$ cat config.mk
export PLATFORM = sky130hd
export DESIGN_NAME = cqt_ctrl
export DESIGN_NICKNAME = d
export VERILOG_FILES = /design/src/rtl/core/cqt_pkg.sv /design/src/rtl/core/cqt_ctrl.sv
export SDC_FILE = /design/constraint.sdc
export NUM_CORES = 1
export LEC_CHECK = 0
export ABC_CLOCK_PERIOD_IN_PS = 2200
export BUFFER_PORTS_ARGS = -buffer_cell sky130_fd_sc_hd__buf_2
export CORE_MARGIN = 2
export CORE_UTILIZATION = 54
export CTS_CLUSTER_DIAMETER = 120
export DETAILED_ROUTE_END_ITERATION = 12
export HOLD_SLACK_MARGIN = 0.1
export PLACE_DENSITY = 0.77
export SLEW_MARGIN = 20
export SYNTH_ARGS = -nofsm -noshare
export SYNTH_HDL_FRONTEND = slang
export SYNTH_SLANG_ARGS = --single-unit
$ cat constraint.sdc
create_clock -name clk -period 2.2 [get_ports clk]
set_input_delay 0.22 -clock clk [delete_from_list [all_inputs] [get_ports clk]]
set_output_delay 0.22 -clock clk [all_outputs]
set_load 0.02 [all_outputs]
$ cat src/rtl/core/cqt_pkg.sv
// ----------------------------------------------------------------------------
// cqt_pkg
// shared types and constants of the compacting quantile tracker
// ----------------------------------------------------------------------------
`timescale 1ns / 1ps
`default_nettype none
package cqt_pkg;
  localparam int MaxValues = 1024;
  localparam int StoreCap = MaxValues + (MaxValues % 2);
  localparam int AddrW = $clog2(StoreCap);
  localparam int CountW = $clog2(StoreCap + 1);
  localparam int HalfCap = StoreCap / 2;

  localparam logic CMD_ADD = 1'b0;
  localparam logic CMD_QUERY = 1'b1;

  typedef struct packed {
    logic        cmd;
    logic signed [31:0] sample_value;
    logic [16:0] quantile_fraction;
  } in_item_t;

  typedef struct packed {
    logic signed [31:0] quantile_value;
    logic [10:0] stored_count;
  } out_item_t;

  // datapath operations
  typedef enum logic [3:0] {
    OP_NONE, OP_LOAD, OP_SCAN_RD, OP_SCAN_CMP, OP_SHIFT_RD, OP_SHIFT_WR, OP_PUT,
    OP_CMP_RD, OP_CMP_A, OP_CMP_WR, OP_Q_SETUP, OP_Q_RD0, OP_Q_RD1, OP_Q_MUL,
    OP_Q_SUM
  } dp_op_t;

  typedef struct packed {
    dp_op_t op;
  } dp_cmd_t;

  typedef struct packed {
    logic scan_done;  // insert position found
    logic shift_done; // all entries above position moved
    logic full;       // count reached capacity
    logic cmp_done;   // compaction finished
    logic q_direct;   // query result ready in qval
  } dp_status_t;
endpackage
`default_nettype wire

$ cat src/rtl/core/cqt_ctrl.sv
// ----------------------------------------------------------------------------
// cqt_ctrl
// sequencer for insertion, compaction and query, with output valid flag
// ----------------------------------------------------------------------------
`timescale 1ns / 1ps
`default_nettype none
module cqt_ctrl (
  input  wire logic               clk,
  input  wire logic               rst,
  input  wire logic               in_valid,
  input  wire logic               in_cmd,
  output logic                    in_ready,
  output logic                    out_valid,
  input  wire logic               out_ready,
  input  wire cqt_pkg::dp_status_t status,
  output cqt_pkg::dp_cmd_t        ctl,
  output logic                    out_load
);
  import cqt_pkg::*;

  typedef enum logic [14:0] {
    S_IDLE   = 15'h0001, S_SCANR = 15'h0002, S_SCANC = 15'h0004,
    S_SHR    = 15'h0008, S_SHW   = 15'h0010, S_PUT   = 15'h0020,
    S_CHK    = 15'h0040, S_CRD   = 15'h0080, S_CA    = 15'h0100,
    S_CWR    = 15'h0200, S_QSET  = 15'h0400, S_QRD0  = 15'h0800,
    S_QRD1   = 15'h1000, S_QMUL  = 15'h2000, S_QSUM  = 15'h4000
  } state_t;

  state_t state, state_next;
  logic   hold_cmd;
  logic   q_fin;

  assign in_ready = (state == S_IDLE) && !out_valid;

  always_comb begin
    state_next = state;
    ctl.op = OP_NONE;
    q_fin = 1'b0;
    case (state)
      S_IDLE: if (in_valid && in_ready) begin
        ctl.op = OP_LOAD;
        state_next = (in_cmd == CMD_QUERY) ? S_QSET : S_SCANR;
      end
      S_SCANR: begin
        ctl.op = OP_SCAN_RD;
        state_next = S_SCANC;
      end
      S_SCANC: begin
        ctl.op = OP_SCAN_CMP;
        state_next = status.scan_done ? S_SHR : S_SCANR;
      end
      S_SHR: begin
        if (status.shift_done) begin
          state_next = S_PUT;
        end else begin
          ctl.op = OP_SHIFT_RD;
          state_next = S_SHW;
        end
      end
      S_SHW: begin
        ctl.op = OP_SHIFT_WR;
        state_next = S_SHR;
      end
      S_PUT: begin
        ctl.op = OP_PUT;
        state_next = S_CHK;
      end
      S_CHK: state_next = status.full ? S_CRD : S_IDLE;
      S_CRD: begin
        ctl.op = OP_CMP_RD;
        state_next = S_CA;
      end
      S_CA: begin
        ctl.op = OP_CMP_A;
        state_next = S_CWR;
      end
      S_CWR: begin
        ctl.op = OP_CMP_WR;
        state_next = status.cmp_done ? S_IDLE : S_CRD;
      end
      S_QSET: begin
        ctl.op = OP_Q_SETUP;
        state_next = S_QRD0;
      end
      S_QRD0: begin
        if (status.q_direct) begin
          q_fin = 1'b1;
          state_next = S_IDLE;
        end else begin
          ctl.op = OP_Q_RD0;
          state_next = S_QRD1;
        end
      end
      S_QRD1: begin
        ctl.op = OP_Q_RD1;
        state_next = S_QMUL;
      end
      S_QMUL: begin
        ctl.op = OP_Q_MUL;
        state_next = S_QSUM;
      end
      // result register settles, then handed out from the read state
      S_QSUM: begin
        ctl.op = OP_Q_SUM;
        state_next = S_QRD0;
      end
      default: state_next = S_IDLE;
    endcase
  end

  assign out_load = q_fin;

  always_ff @(posedge clk) begin
    if (rst) begin
      state <= S_IDLE;
      out_valid <= 1'b0;
      hold_cmd <= 1'b0;
    end else begin
      state <= state_next;
      if (in_valid && in_ready) begin
        hold_cmd <= in_cmd;
      end
      if (q_fin && hold_cmd == CMD_QUERY) begin
        out_valid <= 1'b1;
      end else if (out_ready) begin
        out_valid <= 1'b0;
      end
    end
  end
endmodule
`default_nettype wire

After elaboration in Yosys (flattened, before gate mapping)
Cells that the tools add are included.

storage, ports and cells
  register bits = 17
  latch bits = 0
  RAM bits = 0
  ROM bits = 0
  output and inout bits = 7
  memories kept = 0

cells by class
  add/sub/neg operators = 0
  multiply operators = 0
  div/mod/pow operators = 0
  order comparisons = 0
  equality and inequality tests = 16
  shift operators = 0
  multiplexer cells = 16
  bitwise logic cells = 0
  reduce and logical (&&, ||, !) cells = 6

operator list
  cell                  count
  $pmux 15 s14          1
  $pmux 4 s14           1
  $mux 8                2
  $eq 15x1->1 const B   1
  $eq 15x10->1 const B  1
  $eq 15x11->1 const B  1
  $eq 15x12->1 const B  1
  $eq 15x13->1 const B  1
  $eq 15x14->1 const B  1
  $eq 15x15->1 const B  1
  $eq 15x2->1 const B   1
  $eq 15x3->1 const B   1
  $eq 15x4->1 const B   1
  $eq 15x5->1 const B   1
  $eq 15x6->1 const B   1
  $eq 15x7->1 const B   1
  $eq 15x8->1 const B   1
  $eq 15x9->1 const B   1
  $mux 15               1
  $mux 13               1
  $mux 11               1
  $mux 4                2
  $mux 6                1
  $mux 1                5
  other kinds (6)       8

Longest topological paths before layout
Gate-level depths: netlist (run 1).

  depth after elaboration = 5
  depth in mapped cells = 7
  gate-level depth less buffers = 5

Worst setup path after synthesis (run 1)
No wires, ideal clock.

  path type = reg-to-reg
  start = register state[4]
  end = register out_valid
  data arrival time = 1960 ps
  data required time = 2133 ps
  path slack = 174 ps
  cell stages (with the launch flop) = 6
  clock period less this slack = 2026 ps
  path through = dfxtp_1 > nor4_4 > nand3_2 > nor4_1 > a21oi_1 > nor2_1

between the ends
  word-level cells in the longest chain between the ends = 4

ends and longest elaborated chain
  what                                         RTL line         source
  start, declared                              cqt_ctrl.sv:29   state_t state, state_next;
  start signal, assigned                       cqt_ctrl.sv:119  state <= state_next;
  $eq 15x12->1 *                               cqt_ctrl.sv:39   case (state)
  $mux 1 *                                     cqt_ctrl.sv:39
  via out_load                                 cqt_ctrl.sv:17   output logic out_load
  $logic_and 1x1->1 *                          cqt_ctrl.sv:123  if (q_fin && hold_cmd == CMD_QUERY) begin
  $mux 1 or $reduce_bool 2->1 (tied branches)  -
  end signal, assigned                         cqt_ctrl.sv:116  out_valid <= 1'b0;
  end signal, assigned                         cqt_ctrl.sv:124  out_valid <= 1'b1;
  end signal, assigned                         cqt_ctrl.sv:126  out_valid <= 1'b0;
  end, declared                                cqt_ctrl.sv:13   output logic out_valid,

Mark *: on every way through the listed nets, which the timed path passes. The rest lies on a longest branch.
A chain may end at the register's enable or synchronous reset.

==> results of run 1 <==
## Yosys cell counts, drive strengths merged, types with 2 or more instances
cell / n
a31oi: 2
nor4: 5
nor3b: 2
xor2: 3
nor2b: 2
buf: 3
a21oi: 2
o21a: 2
nand3: 2
or3b: 2
inv: 5
nor4b: 5
dfxtp: 17
nor3: 5
nor2: 22
and3: 3
o21ai: 4
nand4b: 4
nand2: 4
nand4: 5
or4b: 2
## cell families after synthesis
logic type | synth area share (%)
multiplexers | 1.01
AO/OA/AOI/OAI | 12.7
buffers and inverters | 4.06
AND/OR/NAND/NOR | 44.2
XOR/XNOR | 3.55
flip-flops | 34.5
## final timing paths
kind              startpoint         to  slack, ns  depth (start not counted)
setup reg to reg    state[4]   state[0]       0.28                          9
hold reg to reg     hold_cmd  out_valid       0.50                          2
hold / removal           rst  out_valid       0.14                          2
setup / recovery    state[8]     ctl[0]      -0.03                          5
## cells in the final DEF, fill, tap and decap left out, types with 2 or more instances in the layout
cell type	Yosys	layout
buf_2	2	12
nor2b_1	2	2
a21oi_1	2	2
nand4_1	5	5
dfxtp_2	0	3
buf_4	0	27
nor2_1	22	22
o21a_1	2	2
clkbuf_4	0	3
or4b_2	2	2
nor3b_1	2	2
nand2_1	4	4
nor4b_1	5	4
dfxtp_1	17	7
nor3_1	4	4
nor4_4	2	4
nand4b_1	4	4
a31oi_1	2	2
or3b_4	0	2
o21ai_0	4	3
dfxtp_4	0	7
inv_1	5	5
xor2_1	3	3
## worst max-delay path: stages, from the launching register on
cell and delay, ns:
dfxtp_4 0.38, or3b_4 0.43, or4_4 0.49, and3_4 0.20
nand4_1 0.07, buf_4 0.15
## cell type report
type / count / area (sq um)
clock buffers: 3 / 22.5
clock inverters: 1 / 5.00
fillers: 121 / 353
inverters: 5 / 18.8
multi-input cells: 90 / 653
flip-flops and latches: 17 / 370
well taps: 25 / 31.3
repair buffers: 40 / 273
## routing by layer
| layer | up-vias | track usage [%] | part of all wire [%] |
|---|---|---|---|
| met4 | 0 | 14.4 | 4.3 |
| met5 | - | 0 | 0 |
| li1 | 510 | - | - |
| met3 | 14 | 4.23 | 4.1 |
| met2 | 33 | 45.6 | 50 |
| met1 | 499 | 31.2 | 41 |
## flip-flops by register name, summed over array words and instances (netlist names)
signal     flops
hold_cmd       1
out_valid      1
state         15
## power groups by stage
stage | registers, uW | clock network [uW] | logic [uW]
4_1_cts | 319 | 171 | 160
5_1_grt | 319 | 188 | 193
6_report | 318 | 168 | 181
3_3_place_gp | 331 | 0 | 144
3_5_place_dp | 332 | 0 | 145
2_1_floorplan | 330 | 0 | 96.6
## per-stage QoR
| stage | setup slack, ns | area (sq um) | util [%] |
|---|---|---|---|
| 2_1_floorplan | 0.174 | 987 | - |
| 3_3_place_gp | 0.197 | 1120 | 65.0 |
| 3_5_place_dp | 0.158 | 1120 | 65.0 |
| 4_1_cts | 0.00138 | 1270 | 73.8 |
| 5_1_grt | -0.104 | 1370 | 79.6 |
| 6_report | -0.0323 | 1370 | 79.6 |
## what timing repair did
action | CTS | global route
setup buffers | 10 | 7
endpoints found under the setup margin | 2 | 5
hold buffers | 0 | 1
resized for setup | 19 | 11
hold endpoints to repair | 0 | 1
pin swaps | 5 | 6
==> out/results.ini, run 1 <==
[run_status]
outcome=finished, violations left
failed_checks=setup timing

[clocking]
ctsRootBufferMaster=clkbuf_4
cts.clk_slew.worst_paths_ns=0.10
clock_sink_count=17
cts-buffers-inserted=3
tritoncts=done
clk_lat_worst_skew_ns=0.30
cts_htree_levels=1
cts-root-to-sink-buffers=2

[detailed_routing]
detail_route.vias_per_cell=5.83
ant_nets=0
detailedRoute.firstIterationViolations=43
via_count=1056
firstDrtPassIters=4
wl_um=2780
avgRoutedWirePerCell_um=15.4
detail_route.drc_violations=0

[pwr]
p_leak_uw=0.000586
share_of_power_burned_in_combinational_logic_pct=27.2
sw_frac_of_total_pct=30.4
share_seq_of_total_power_pct=47.6
power.density_mw_per_mm2=486
power.net_switching_uw=203
totalPowerFinal_uw=667
peakVddDrop_mv=0.411
clock_group_share_of_total_power_pct=25.2
cellInternalPower_uw=465

[synth]
synth_top_area_cell=dfxtp_1
synth-edff-count=0
synth-async-reset-ratio_pct=0
synth_largest_type_area_fraction_pct=34.5
synth_top_cells_by_area=dfxtp_1 (34%), nor2_1 (8.4%), nor4b_1 (4.4%)
synth.net_count=125
yosys.cell_types.count=42
netlist_area_sq_um=987
synth-seq-cells=17
synthFlopType=dfxtp_1
synth.yosys.warnings=0
syn_area_per_cell_sq_um=8.58
syn-instance-count=115
synth_sequential_area_ratio_pct=34.5

[sta]
grt_setup_unrepaired=true
final.hold.worst_slack_ns=0.143
postLayoutSetupSlackWorst_ns=-0.0323
final.period_utilization_pct=101
final_setup_viols=2
maxClockFrequency_mhz=448
slew-limit-headroom_pct=70.9
final_max_slew_viol_count=0
fin_setup_tns_ns=-0.0494
tightest_slew_ns=0.431
timing.final.crit_period_ns=2.23
finalClockSkew_ns=0.00777
finalHoldViolations=0

[final_layout]
layout-drive-gt1-share_pct=42.9
antenna_cells_inserted=0
nets=167
layout.cells.non_filler=181
syn_to_final_growth_pct=39.2

[worst_setup_path]
critPathCaptureType=output port
crit_path_start_kind=flop
cp_max_fo=5
worstPathRequired_ns=1.98
signal_arrival_time_at_the_worst_endpoint_ns=2.01
timing.setup.critical_path_class=flop to output port

[grt]
number_of_antenna_violations_at_the_first_check_in_global_routing=0
via_count_of_the_first_global_routing_pass=937
global_route.usage.total_pct=26.4
grt_max_degree=11
grt_pass1_wl_um=4060
overflow=0

[floorplan]
overall_die_width_um=46.8
core_ar_sq_mm=0.00173
die_area_sq_mm=0.00219
fp.dieH_um=46.8
initial_core_util_pct=57.2
rows=15
top_level_ports=17

[placement]
place.port_buffers=16
hpwlAfterDp_um=1850
dp.cells=159
routabilityCongestion=0.914

[min_path]
worstHoldPathType=primary input to flop

[run]
drv.max_cap_violation_count=0

(Power assumes the default switching activity.)
==> inputs of run 2 (changes only) <==
--- a/config.mk
+++ b/config.mk
@@ -7,7 +7,6 @@
 export LEC_CHECK = 0
 export ABC_CLOCK_PERIOD_IN_PS = 2200
 export BUFFER_PORTS_ARGS = -buffer_cell sky130_fd_sc_hd__buf_2
-export CORE_MARGIN = 2
 export CORE_UTILIZATION = 54
 export CTS_CLUSTER_DIAMETER = 120
 export DETAILED_ROUTE_END_ITERATION = 12
==> out/results.ini, run 2 (synthesis gave the netlist of run 1 again) <==
[run_status]
outcome=finished, violations left  ; unchanged
failed_checks=setup timing  ; unchanged

[sta]
final_max_slew_viol_count=0  ; unchanged
finalClockSkew_ns=0.00216  ; was 0.00777 ns
final.hold.worst_slack_ns=0.148  ; was 0.143 ns
tightest_slew_ns=0.424  ; was 0.431 ns
timing.final.crit_period_ns=2.23  ; about the same
fin_setup_tns_ns=-0.0494  ; about the same
final.period_utilization_pct=101  ; about the same
maxClockFrequency_mhz=449  ; was 448 MHz
finalHoldViolations=0  ; unchanged
postLayoutSetupSlackWorst_ns=-0.0284  ; was -0.0323 ns
grt_setup_unrepaired=true  ; unchanged
final_setup_viols=2  ; unchanged
slew-limit-headroom_pct=71.3  ; was 70.9%

[floorplan]
initial_core_util_pct=57.2  ; unchanged
overall_die_width_um=44.8  ; was 46.8 um
die_area_sq_mm=0.00200  ; was 0.00219 sq mm
core_ar_sq_mm=0.00173  ; unchanged
fp.dieH_um=44.8  ; was 46.8 um
rows=15  ; unchanged
top_level_ports=17  ; unchanged

[detailed_routing]
avgRoutedWirePerCell_um=15.6  ; was 15.4 um
detail_route.drc_violations=0  ; unchanged
detail_route.vias_per_cell=6.03  ; was 5.83
wl_um=2690  ; was 2780 um
detailedRoute.firstIterationViolations=49  ; was 43
via_count=1037  ; was 1056
ant_nets=0  ; unchanged
firstDrtPassIters=4  ; unchanged

[grt]
number_of_antenna_violations_at_the_first_check_in_global_routing=0  ; unchanged
global_route.usage.total_pct=29.2  ; was 26.4%
grt_max_degree=14  ; was 11
overflow=0  ; unchanged
via_count_of_the_first_global_routing_pass=930  ; was 937
grt_pass1_wl_um=4150  ; was 4060 um

[final_layout]
final_design_area_no_fill_sq_mm=0.00131  ; was 0.00137 sq mm
syn_to_final_growth_pct=32.2  ; was 39.2%
finish.utilization_pct=75.6  ; was 79.6%
final_common_cell=nor2_1  ; was buf_4
layout-drive-gt1-share_pct=38.8  ; was 42.9%
largest_register_ff_count=15  ; unchanged
reg.largest.list=state: 15 flops, hold_cmd: 1 flops, out_valid: 1 flops  ; unchanged
multi_input_area_sq_um=657  ; was 653 sq um
commonest_non_fill_non_tap_cells_in_the_layout=nor2_1 (22), buf_2 (14), buf_4 (14)  ; was buf_4 (27), nor2_1 (22), buf_2 (12)
n_fill_cell=135  ; was 121
regMostFlops=state  ; unchanged
nets=158  ; was 167
antenna_cells_inserted=0  ; unchanged
layout.area.seq_sq_um=364  ; was 370 sq um

[worst_setup_path]
r2r_start=state[5]  ; was state[4]
crit_buf_inv=1  ; unchanged
path_cells=or3b_4, or4_4, and3_4, nand4_1, buf_6  ; was or3b_4, or4_4, and3_4, nand4_1, buf_4
r2r_cells=5  ; was 9
cp_max_fo=4  ; was 5
crit_path_start_kind=flop  ; unchanged
cp_top_family=simple AND/OR/NAND/NOR gates  ; unchanged
timing.setup.critical_path_class=flop to output port  ; unchanged
critical-path-slowest-cell=or4_4  ; unchanged
r2r-end=state[10]  ; was state[0]
signal_arrival_time_at_the_worst_endpoint_ns=2.01  ; about the same
worstPathRequired_ns=1.98  ; about the same
ff2ff_setup_slack_ns=0.36  ; was 0.28 ns
timing.critical_path.slowest_cell_delay_ns=0.50  ; was 0.49 ns
critPathCaptureType=output port  ; unchanged

[clocking]
ctsRootBufferMaster=clkbuf_4  ; unchanged
cts-buffers-inserted=3  ; unchanged
cts_htree_levels=1  ; unchanged
clock_sink_count=17  ; unchanged
tritoncts=done  ; unchanged
clk_lat_worst_skew_ns=0.30  ; about the same
cts.clk_slew.worst_paths_ns=0.09  ; was 0.10 ns
cts-root-to-sink-buffers=2  ; unchanged

[pwr]
p_leak_uw=0.000553  ; was 0.000586 uW
power.density_mw_per_mm2=511  ; was 486 mW/mm^2
peakVddDrop_mv=0.391  ; was 0.411 mV

[min_path]
timing.hold.worst_endpoint=state[5]  ; was out_valid
hold_start=rst  ; unchanged
holdPathStages=2  ; unchanged
worstHoldPathType=primary input to flop  ; unchanged

[placement]
place.port_buffers=16  ; unchanged
routabilityCongestion=0.873  ; was 0.914
placedInstanceArea_sq_mm=0.00111  ; was 0.00112 sq mm
hpwlAfterDp_um=1780  ; was 1850 um

[run]
drv.max_cap_violation_count=0  ; unchanged

## run 2: cell type report
type,instances,share of cell area [%]
tap,25,2.40
multi-input combinational,90,50.3
timing repair buffer,31,15.9
clock buffer,4,2.01
inverter,5,1.44
sequential,17,27.9
## run 2: routing by layer
metal,part of all wire [%],routed length [um],GRT usage [%]
met3,4.9,133,6.80
met1,40,1080,35.2
met5,0,0,0
met2,50,1350,47.4
met4,4.8,129,17.6
## run 2: worst register-to-register path: stages, from the launching register on
cell	delay [ns]
dfxtp_4	0.36
nor4_4	0.33
buf_4	0.19
nand4_1	0.12
or3b_4	0.43
nor3b_1	0.30
## run 2: metrics by stage
step	power (uW)	cells	setup slack [ns]
final	667	172	-0.0284
after global routing	704	172	-0.0912
after CTS	655	170	-0.00705
after detailed placement	475	158	0.147
after global placement	472	158	0.197
after floorplan	427	115	0.174
## run 2: what timing repair did
action	4_1_cts	5_1_grt
hold buffers	1	0
endpoints found under the setup margin	3	5
hold endpoints to repair	1	0
pin swaps	3	3
buffers inserted	7	2
gates resized for setup	20	8
gates cloned	0	0
## run 2: worst max path at each step
| stage | start | endpoint | slack (ns) | cells past startpoint |
|---|---|---|---|---|
| 2_1_floorplan | state[4] | out_valid | 0.17 | 5 |
| 3_3_place_gp | state[4] | ctl[0] | 0.20 | 6 |
| 3_5_place_dp | state[4] | ctl[1] | 0.15 | 6 |
| 4_1_cts | state[10] | ctl[1] | -0.007 | 6 |
| 5_1_grt | state[1] | ctl[1] | -0.09 | 6 |
| 6_report | state[8] | ctl[1] | -0.03 | 5 |
## run 2: where the power goes
group	switching (uW)	internal, uW
logic	90.1	84.7
clock network	98.6	70.8
registers	11.7	311
total	200	466
==> inputs of run 3 (changes only) <==
--- a/config.mk
+++ b/config.mk
@@ -6,12 +6,13 @@
 export NUM_CORES = 1
 export LEC_CHECK = 0
 export ABC_CLOCK_PERIOD_IN_PS = 2200
-export BUFFER_PORTS_ARGS = -buffer_cell sky130_fd_sc_hd__buf_2
+export BUFFER_PORTS_ARGS = -buffer_cell sky130_fd_sc_hd__clkbuf_2
 export CORE_UTILIZATION = 54
 export CTS_CLUSTER_DIAMETER = 120
 export DETAILED_ROUTE_END_ITERATION = 12
 export HOLD_SLACK_MARGIN = 0.1
 export PLACE_DENSITY = 0.77
+export SKIP_CTS_REPAIR_TIMING = 1
 export SLEW_MARGIN = 20
 export SYNTH_ARGS = -nofsm -noshare
 export SYNTH_HDL_FRONTEND = slang
==> out/results.ini, run 3 (synthesis gave the netlist of run 1 again) <==
[run_status]
outcome=finished, violations left  ; unchanged
failed_checks=setup timing  ; unchanged

[worst_setup_path]
signal_arrival_time_at_the_worst_endpoint_ns=2.11  ; was 2.01 ns
critPathCaptureType=output port  ; unchanged
worstPathRequired_ns=1.98  ; about the same
crit_path_start_kind=flop  ; unchanged
cp_max_fo=7  ; was 4
timing.setup.critical_path_class=flop to output port  ; unchanged

[placement]
hpwlAfterDp_um=1740  ; was 1780 um
placedInstanceArea_sq_mm=0.00111  ; unchanged
place.port_buffers=16  ; unchanged
routabilityCongestion=0.872  ; was 0.873

[pwr]
power.net_switching_uw=196  ; was 200 uW
power.density_mw_per_mm2=542  ; was 511 mW/mm^2
p_leak_uw=0.000490  ; was 0.000553 uW
peakVddDrop_mv=0.414  ; was 0.391 mV
clock_group_share_of_total_power_pct=26.1  ; was 25.4%
cellInternalPower_uw=458  ; was 466 uW
sw_frac_of_total_pct=30.0  ; was 30.1%
share_of_power_burned_in_combinational_logic_pct=24.5  ; was 26.2%
share_seq_of_total_power_pct=49.4  ; was 48.4%

[clocking]
cts_htree_levels=1  ; unchanged
ctsRootBufferMaster=clkbuf_4  ; unchanged
clk_lat_worst_skew_ns=0.29  ; was 0.30 ns
cts.clk_slew.worst_paths_ns=0.10  ; was 0.09 ns
tritoncts=done  ; unchanged
cts-buffers-inserted=3  ; unchanged
clock_sink_count=17  ; unchanged
cts-root-to-sink-buffers=2  ; unchanged

[grt]
via_count_of_the_first_global_routing_pass=828  ; was 930
global_route.usage.total_pct=24.0  ; was 29.2%
grt_pass1_wl_um=3490  ; was 4150 um
overflow=0  ; unchanged
grt_max_degree=14  ; unchanged
number_of_antenna_violations_at_the_first_check_in_global_routing=0  ; unchanged

[final_layout]
reg.largest.list=state: 15 flops, hold_cmd: 1 flops, out_valid: 1 flops  ; unchanged
syn_to_final_growth_pct=22.2  ; was 32.2%
final_common_cell=nor2_1  ; unchanged
final_design_area_no_fill_sq_mm=0.00121  ; was 0.00131 sq mm
commonest_non_fill_non_tap_cells_in_the_layout=nor2_1 (22), clkbuf_2 (13), dfxtp_1 (11)  ; was nor2_1 (22), buf_2 (14), buf_4 (14)
antenna_cells_inserted=0  ; unchanged
n_fill_cell=147  ; was 135
largest_register_ff_count=15  ; unchanged
regMostFlops=state  ; unchanged
layout-drive-gt1-share_pct=33.6  ; was 38.8%
nets=151  ; was 158

[floorplan]
die_area_sq_mm=0.00200  ; unchanged
fp.dieH_um=44.8  ; unchanged
core_ar_sq_mm=0.00173  ; unchanged
rows=15  ; unchanged
initial_core_util_pct=57.2  ; unchanged
top_level_ports=17  ; unchanged
overall_die_width_um=44.8  ; unchanged

[sta]
postLayoutSetupSlackWorst_ns=-0.126  ; was -0.0284 ns
tightest_slew_ns=0.375  ; was 0.424 ns
final_max_slew_viol_count=0  ; unchanged
final.hold.worst_slack_ns=0.0998  ; was 0.148 ns
finalHoldViolations=0  ; unchanged
final_setup_viols=3  ; was 2
grt_setup_unrepaired=true  ; unchanged
finalClockSkew_ns=0.00468  ; was 0.00216 ns
maxClockFrequency_mhz=430  ; was 449 MHz
final.period_utilization_pct=106  ; was 101%
timing.final.crit_period_ns=2.33  ; was 2.23 ns
slew-limit-headroom_pct=74.8  ; was 71.3%

[detailed_routing]
avgRoutedWirePerCell_um=14.8  ; was 15.6 um
ant_nets=0  ; unchanged
detail_route.vias_per_cell=6.07  ; was 6.03
firstDrtPassIters=4  ; unchanged
via_count=1001  ; was 1037
wl_um=2440  ; was 2690 um
detailedRoute.firstIterationViolations=38  ; was 49
detail_route.drc_violations=0  ; unchanged

[min_path]
worstHoldPathType=primary input to flop  ; unchanged

[run]
drv.max_cap_violation_count=0  ; unchanged

## run 3: changes by cell type in the layout (fill, tap and decap cells not counted), sizes merged
| cell | change |
|---|---|
| dlygate4sd3 | -1 |
| buf | -19 |
| clkbuf | +13 |
## run 3: layer usage
layer / part of all wire [%] / routed length [um] / track usage (%)
met1: 44 / 1080 / 31.2
met2: 51 / 1240 / 38.2
met3: 3.3 / 80 / 3.20
met4: 2.0 / 50 / 13.9
met5: 0 / 0 / 0
## run 3: power groups by stage
stage / Clock, uW / Combinational (uW) / Sequential (uW)
floorplan: 0 / 96.6 / 330
global placement: 0 / 142 / 331
detailed placement: 0 / 144 / 332
CTS: 171 / 145 / 325
global route: 184 / 173 / 324
finish: 171 / 160 / 323
## run 3: worst max-delay path, stage by stage (launching register included)
cell and delay, ns:
dfxtp_4 0.38, nor4_4 0.40, nand3_2 0.14, or4_4 0.45, and3_4 0.20, nand4_1 0.10
buf_6 0.14
## run 3: cell type report
type | instances | area [sq um] | area share [%]
inverter | 5 | 18.8 | 1.56
tap | 25 | 31.3 | 2.59
clock buffer | 4 | 26.3 | 2.18
timing repair buffer | 24 | 153 | 12.7
multi-input combinational | 90 | 624 | 51.8
sequential | 17 | 353 | 29.3
## run 3: final timing paths
| check | start | to | slack, ns | cells after the start |
|---|---|---|---|---|
| worst min-delay path | status[3] | state[4] | 0.1 | 2 |
| worst min register to register | hold_cmd | out_valid | 0.52 | 2 |
| worst max register to register | state[4] | state[0] | 0.37 | 8 |
| worst max-delay path | state[4] | ctl[0] | -0.13 | 6 |
## run 3: through the flow
step / util, % / setup slack (ns) / TNS, ns / power (uW) / std cells
after CTS: 66.1 / -0.183 / -0.356 / 641 / 162
after detailed placement: 64.6 / 0.141 / 0 / 476 / 158
after global routing: 69.9 / -0.226 / -0.715 / 681 / 165
after global placement: 64.6 / 0.187 / 0 / 473 / 158
after floorplan: - / 0.174 / 0 / 427 / 115
final: 69.9 / -0.126 / -0.251 / 654 / 165
